==> src/design/bxds_pkg.sv <==
// Shared constants, types and helpers of the box area downscaler.
package bxds_pkg;

    localparam int MAX_SIDE = 4096;
    localparam int SIDE_W   = $clog2(MAX_SIDE) + 1;
    localparam int POS_W    = $clog2(MAX_SIDE);
    localparam int PIX_W    = 8;
    localparam int SUM_W    = 2 * POS_W + PIX_W;
    localparam int CNT_W    = 2 * SIDE_W;
    localparam int NCH      = 4;
    localparam int REG_W    = 13;
    localparam int ADDR_W   = 4;
    localparam int DATA_W   = 32;

    localparam logic [1:0] REG_SRC_W = 2'd0;
    localparam logic [1:0] REG_SRC_H = 2'd1;
    localparam logic [1:0] REG_DST_W = 2'd2;
    localparam logic [1:0] REG_DST_H = 2'd3;

    typedef logic [SUM_W-1:0] t_sum;
    typedef logic [PIX_W-1:0] t_pix;

    typedef struct packed {
        logic init;
        logic setup_step;
        logic setup_done;
        logic accept;
        logic rd;
        logic add;
        logic div_step;
        logic load;
    } t_cmd;

    typedef struct packed {
        logic emit;
        logic out_free;
    } t_stat;

    // Zero acts as one, anything above MAX_SIDE saturates.
    function automatic logic [SIDE_W-1:0] eff_side(input logic [REG_W-1:0] v);
        logic [SIDE_W-1:0] r;
        if (v == '0) begin
            r = SIDE_W'(1);
        end else if (SIDE_W'(v) > SIDE_W'(MAX_SIDE)) begin
            r = SIDE_W'(MAX_SIDE);
        end else begin
            r = SIDE_W'(v);
        end
        return r;
    endfunction

endpackage

==> src/design/bxds_ctrl.sv <==
// Controller state machine of the box area downscaler.
module bxds_ctrl (
    input  logic            i_clk,
    input  logic            i_rst_n,
    input  logic            i_cfg_wr,
    input  logic            i_in_valid,
    input  bxds_pkg::t_stat i_stat,
    output bxds_pkg::t_cmd  o_cmd,
    output logic            o_in_stall
);
    import bxds_pkg::*;

    localparam int STEP_W = $clog2(SIDE_W + 1);

    localparam logic [2:0] ST_INIT  = 3'd0;
    localparam logic [2:0] ST_SETUP = 3'd1;
    localparam logic [2:0] ST_START = 3'd2;
    localparam logic [2:0] ST_IDLE  = 3'd3;
    localparam logic [2:0] ST_READ  = 3'd4;
    localparam logic [2:0] ST_ADD   = 3'd5;
    localparam logic [2:0] ST_DIV   = 3'd6;
    localparam logic [2:0] ST_LOAD  = 3'd7;

    logic [2:0]        r_state, n_state;
    logic [STEP_W-1:0] r_cnt, n_cnt;

    always_comb begin
        n_state = r_state;
        n_cnt   = r_cnt;
        o_cmd   = '0;
        unique case (r_state)
            ST_INIT: begin
                o_cmd.init = 1'b1;
                n_cnt      = '0;
                n_state    = ST_SETUP;
            end
            ST_SETUP: begin
                o_cmd.setup_step = 1'b1;
                if (r_cnt == STEP_W'(SIDE_W - 1)) begin
                    n_state = ST_START;
                end else begin
                    n_cnt = r_cnt + 1'b1;
                end
            end
            ST_START: begin
                o_cmd.setup_done = 1'b1;
                n_state          = ST_IDLE;
            end
            ST_IDLE: begin
                if (i_in_valid) begin
                    o_cmd.accept = 1'b1;
                    n_state      = ST_READ;
                end
            end
            ST_READ: begin
                o_cmd.rd = 1'b1;
                n_state  = ST_ADD;
            end
            ST_ADD: begin
                o_cmd.add = 1'b1;
                n_cnt     = '0;
                n_state   = i_stat.emit ? ST_DIV : ST_IDLE;
            end
            ST_DIV: begin
                o_cmd.div_step = 1'b1;
                if (r_cnt == STEP_W'(PIX_W - 1)) begin
                    n_state = ST_LOAD;
                end else begin
                    n_cnt = r_cnt + 1'b1;
                end
            end
            ST_LOAD: begin
                if (i_stat.out_free) begin
                    o_cmd.load = 1'b1;
                    n_state    = ST_IDLE;
                end
            end
            default: n_state = ST_INIT;
        endcase
        // a register write restarts the frame
        if (i_cfg_wr) begin
            n_state = ST_INIT;
        end
    end

    always_ff @(posedge i_clk) begin
        if (!i_rst_n) begin
            r_state <= ST_INIT;
            r_cnt   <= '0;
        end else begin
            r_state <= n_state;
            r_cnt   <= n_cnt;
        end
    end

    assign o_in_stall = (r_state != ST_IDLE);

endmodule

==> config.mk <==
export PLATFORM = sky130hd
export DESIGN_NAME = bxds_ctrl
export DESIGN_NICKNAME = d
export VERILOG_FILES = /design/src/design/bxds_pkg.sv /design/src/design/bxds_ctrl.sv
export SDC_FILE = /design/constraint.sdc
export NUM_CORES = 1
export LEC_CHECK = 0
export ABC_AREA = 1
export BUFFER_PORTS_ARGS = -buffer_cell sky130_fd_sc_hd__clkbuf_2
export CORE_AREA = 2 2 39 41
export DETAILED_ROUTE_END_ITERATION = 12
export DIE_AREA = 0 0 41 43
export MAX_ROUTING_LAYER = met4
export PLACE_DENSITY = 0.67
export SYNTH_ARGS = -nofsm -noshare
export SYNTH_HDL_FRONTEND = slang
export SYNTH_SLANG_ARGS = --single-unit
==> constraint.sdc <==
create_clock -name i_clk -period 2.8 [get_ports i_clk]
set_input_delay 0.14 -clock i_clk [delete_from_list [all_inputs] [get_ports i_clk]]
set_output_delay 0.14 -clock i_clk [all_outputs]
set_load 0.01 [all_outputs]
==> impl_metrics.xml <==
<?xml version="1.0" encoding="UTF-8"?>
<metrics>
  <group name="floorplan">
    <metric name="die_span_in_x" unit="µm">41</metric>
    <metric name="ios" unit="">15</metric>
    <metric name="core_region_area" unit="mm²">0.001384</metric>
    <metric name="chipHeight" unit="µm">43</metric>
    <metric name="die_area" unit="mm²">0.001763</metric>
    <metric name="num_rows" unit="">14</metric>
    <metric name="floorplan.initialDensity" unit="%">41.32</metric>
  </group>
  <group name="yosys">
    <metric name="postSynthAreaPerCell" unit="µm²">6.148</metric>
    <metric name="synth_ff_type" unit="">sky130_fd_sc_hd__dfxtp_1</metric>
    <metric name="synth.most_common_cell" unit="">sky130_fd_sc_hd__nor2_1</metric>
    <metric name="synth_warnings" unit="">0</metric>
    <metric name="synth_cell_types" unit="">21</metric>
    <metric name="count_of_flip_flops_with_a_built_in_enable_after_synthesis" unit="">0</metric>
    <metric name="synth_sequential_area_ratio" unit="%">24.51</metric>
    <metric name="synth_area" unit="µm²">571.8</metric>
    <metric name="netlist_top_cells_area" unit="">sky130_fd_sc_hd__dfxtp_1 25%, sky130_fd_sc_hd__nor2_1 12%, sky130_fd_sc_hd__nand2_1 11%</metric>
    <metric name="total_nets_after_synthesis" unit="">101</metric>
    <metric name="synth_cells" unit="">93</metric>
    <metric name="share_of_the_synthesized_area_in_the_top_cell_type" unit="%">24.51</metric>
    <metric name="synth.largest_area_cell" unit="">sky130_fd_sc_hd__dfxtp_1</metric>
    <metric name="asyncSetResetFlopFracSynth" unit="%">0</metric>
    <metric name="synth_seq_cells" unit="">7</metric>
    <metric name="ys_top_cells_by_count" unit="">19 x sky130_fd_sc_hd__nor2_1, 16 x sky130_fd_sc_hd__nand2_1, 12 x sky130_fd_sc_hd__inv_1</metric>
  </group>
  <group name="drt">
    <metric name="num_vias" unit="">591</metric>
    <metric name="via_per_inst" unit="">4.728</metric>
    <metric name="drc" unit="">0</metric>
    <metric name="route.met2.wl" unit="µm">526</metric>
    <metric name="first_pass_iters" unit="">4</metric>
    <metric name="route.antenna.remaining_nets" unit="">0</metric>
    <metric name="finalWirelength" unit="µm">1095</metric>
    <metric name="routed-wl-met3" unit="µm">51</metric>
    <metric name="maxUsedRoutingLayer" unit="">met4</metric>
    <metric name="routed_wire_length_per_instance" unit="µm">8.760</metric>
    <metric name="wl_met1" unit="µm">506</metric>
    <metric name="detailed_router_s_first_iteration_violation_count" unit="">18</metric>
  </group>
  <group name="cts">
    <metric name="clock_tree.htree_level_count" unit="">1</metric>
    <metric name="cts.sinks" unit="">7</metric>
    <metric name="postCtsHoldBufs" unit="">0</metric>
    <metric name="clkLatencyLatePin" unit="ps">240</metric>
    <metric name="cts_tree" unit="">built</metric>
    <metric name="cts-root-buf" unit="">sky130_fd_sc_hd__clkbuf_4</metric>
    <metric name="cts.path.max_buffers" unit="">2</metric>
    <metric name="cts_inserted_buffers" unit="">3</metric>
    <metric name="post-cts-setup-buffers" unit="">0</metric>
    <metric name="clk_pin_slew_worst_paths" unit="ps">50</metric>
    <metric name="cts.repair.resized" unit="">0</metric>
  </group>
  <group name="worst_hold_path">
    <metric name="min_delay_worst_endpoint" unit="">r_cnt[0]</metric>
    <metric name="hold_class" unit="">in2reg</metric>
    <metric name="timing.hold.worst_path_depth" unit="">3</metric>
    <metric name="min_from" unit="">i_rst_n</metric>
  </group>
  <group name="critical_path">
    <metric name="crit-reg2reg-launch" unit="">r_cnt[0]</metric>
    <metric name="timing.reg2reg.setup_slack" unit="ps">1450</metric>
    <metric name="timing.reg2reg.worst_path_depth" unit="">7</metric>
    <metric name="worst-setup-path-type" unit="">reg2out</metric>
    <metric name="cp-end-kind" unit="">primary output</metric>
    <metric name="critPathLaunchType" unit="">flop</metric>
    <metric name="path_max_fanout" unit="">10</metric>
    <metric name="worst_r2r_endpoint" unit="">r_state[2]</metric>
    <metric name="worst_ep_required_time" unit="ps">2660</metric>
    <metric name="critPathArrivalTime" unit="ps">1250</metric>
  </group>
  <group name="pwr">
    <metric name="power_switching_share" unit="%">29.23</metric>
    <metric name="internal_power" unit="mW">0.1807</metric>
    <metric name="p_sw" unit="mW">0.07461</metric>
    <metric name="static_leakage" unit="nW">0.3649</metric>
    <metric name="totalPowerFinal" unit="mW">0.2553</metric>
    <metric name="power_frac_seq" unit="%">44.2</metric>
    <metric name="pwr_density_cell" unit="mW/mm²">381.4</metric>
    <metric name="share_clk_of_total_power" unit="%">35.3</metric>
    <metric name="peakVddDrop" unit="µV">292.9</metric>
    <metric name="logic_pwr_share" unit="%">20.6</metric>
  </group>
  <group name="finish">
    <metric name="layout.core_utilization" unit="%">48.37</metric>
    <metric name="drive_above_1_share" unit="%">27.52</metric>
    <metric name="area_delta_synth_final" unit="%">17.07</metric>
    <metric name="number_of_diodes" unit="">0</metric>
    <metric name="fillerInstances" unit="">150</metric>
    <metric name="num-nets-final" unit="">118</metric>
  </group>
  <group name="timing">
    <metric name="hold_viol_final" unit="">0</metric>
    <metric name="timing.slew.headroom" unit="%">76.30</metric>
    <metric name="final.setup.tns" unit="ps">0</metric>
    <metric name="worst_slew_pin_slew" unit="ps">355.1</metric>
    <metric name="rsz0062_at_grt" unit="">no</metric>
    <metric name="final.period_utilization" unit="%">49.56</metric>
    <metric name="final.min_clock_period" unit="ps">1388</metric>
    <metric name="timing.clock.skew" unit="ps">0.8105</metric>
    <metric name="fmax" unit="GHz">0.7206</metric>
    <metric name="count_of_final_setup_violators" unit="">0</metric>
    <metric name="maxSlewViolCount" unit="">0</metric>
  </group>
  <group name="grt">
    <metric name="grt_pass1_vias" unit="">494</metric>
    <metric name="grt_first_pass_wirelength" unit="µm">1897</metric>
    <metric name="initial_antenna_violation_count" unit="">0</metric>
    <metric name="grt.total_usage" unit="%">16.07</metric>
    <metric name="grt-ovfl-total" unit="">0</metric>
    <metric name="pin_count_of_the_biggest_net_entering_global_routing" unit="">11</metric>
  </group>
  <group name="placement">
    <metric name="gpl.final_weighted_congestion" unit="">0.8071</metric>
    <metric name="place_hpwl" unit="µm">957.3</metric>
    <metric name="portBuffers" unit="">14</metric>
  </group>
  <group name="status">
    <metric name="outcome" unit="">finished clean</metric>
  </group>
  <group name="run">
    <metric name="cap_viol_max_count" unit="">0</metric>
  </group>
</metrics>
## cell type report
type / count / area, µm² / share of cell area [%]
Clock buffer: 4 / 26.28 / 3.925
Inverter: 16 / 60.06 / 8.972
Multi-Input combinational cell: 68 / 352.8 / 52.71
Sequential cell: 7 / 140.1 / 20.93
Tap cell: 16 / 20.02 / 2.991
Timing Repair Buffer: 14 / 70.07 / 10.47
## worst max-delay path, stage by stage (launching register included)
cell and delay (ps):
sky130_fd_sc_hd__dfxtp_1 530, sky130_fd_sc_hd__nand3_1 220, sky130_fd_sc_hd__nor2_1 120, sky130_fd_sc_hd__clkbuf_2 140
## power by group through the flow
stage               logic (mW)  clock network [mW]  registers, mW
floorplan               0.0434                   0          0.112
global placement        0.0527                   0          0.115
detailed placement      0.0531                   0          0.115
CTS                     0.0534              0.0938          0.113
global route            0.0624               0.103          0.114
finish                  0.0525              0.0900          0.113
## how the worst max path moves through the flow
| stage | from | cells after the start | to |
|---|---|---|---|
| finish | r_state[0] | 3 | o_cmd[4] |
| global route | r_state[0] | 3 | o_cmd[0] |
| CTS | r_state[0] | 3 | o_cmd[4] |
| detailed placement | r_cnt[0] | 7 | r_state[2] |
| global placement | r_cnt[1] | 7 | r_state[2] |
| floorplan | r_cnt[0] | 7 | r_state[2] |
## metal layers
| layer | up-vias | global-route usage [%] |
|---|---|---|
| met5 | - | - |
| met4 | 0 | 8.000 |
| met3 | 2 | 4.712 |
| met2 | 14 | 24.69 |
| met1 | 251 | 18.06 |
| li1 | 324 | - |
## through the flow
stage | instances | cell area (µm²) | worst slack, ps | hold slack (ps)
after global placement | 121 | 643.1 | 1502 | 396.9
final | 125 | 669.4 | 1412 | 143.2
after floorplan | 93 | 571.8 | 1598 | 262.9
after CTS | 125 | 669.4 | 1388 | 139.4
after detailed placement | 121 | 643.1 | 1444 | 401.1
after global routing | 125 | 669.4 | 1208 | 145.9
## state kept, by name (all words and copies together) (netlist names)
signal,flops
r_cnt,4
r_state,3
## kinds of logic after synthesis
| kind of cell | share of synthesized area [%] |
|---|---|
| buffers and inverters | 13.78 |
| xor gates and xnor gates | 1.532 |
| adders and majority gates | 4.376 |
| DFF | 24.51 |
| AOI/OAI and AO/OA | 6.564 |
| and+or+nand+nor | 49.24 |
## placed cells by master (no fill, tap or decap), types with 2 or more instances in the layout
cell type and n:
sky130_fd_sc_hd__ha_1 2, sky130_fd_sc_hd__nor3_1 2, sky130_fd_sc_hd__a21oi_1 5, sky130_fd_sc_hd__nor2_1 19, sky130_fd_sc_hd__nor2_2 2, sky130_fd_sc_hd__nand3_2 2
sky130_fd_sc_hd__nand3_1 9, sky130_fd_sc_hd__inv_1 12, sky130_fd_sc_hd__clkbuf_2 14, sky130_fd_sc_hd__dfxtp_1 7, sky130_fd_sc_hd__nand4_1 2, sky130_fd_sc_hd__nand2_1 16
sky130_fd_sc_hd__clkbuf_4 3, sky130_fd_sc_hd__nand2_2 3, sky130_fd_sc_hd__inv_2 4
Note: power is estimated with default switching activity, not from simulation.
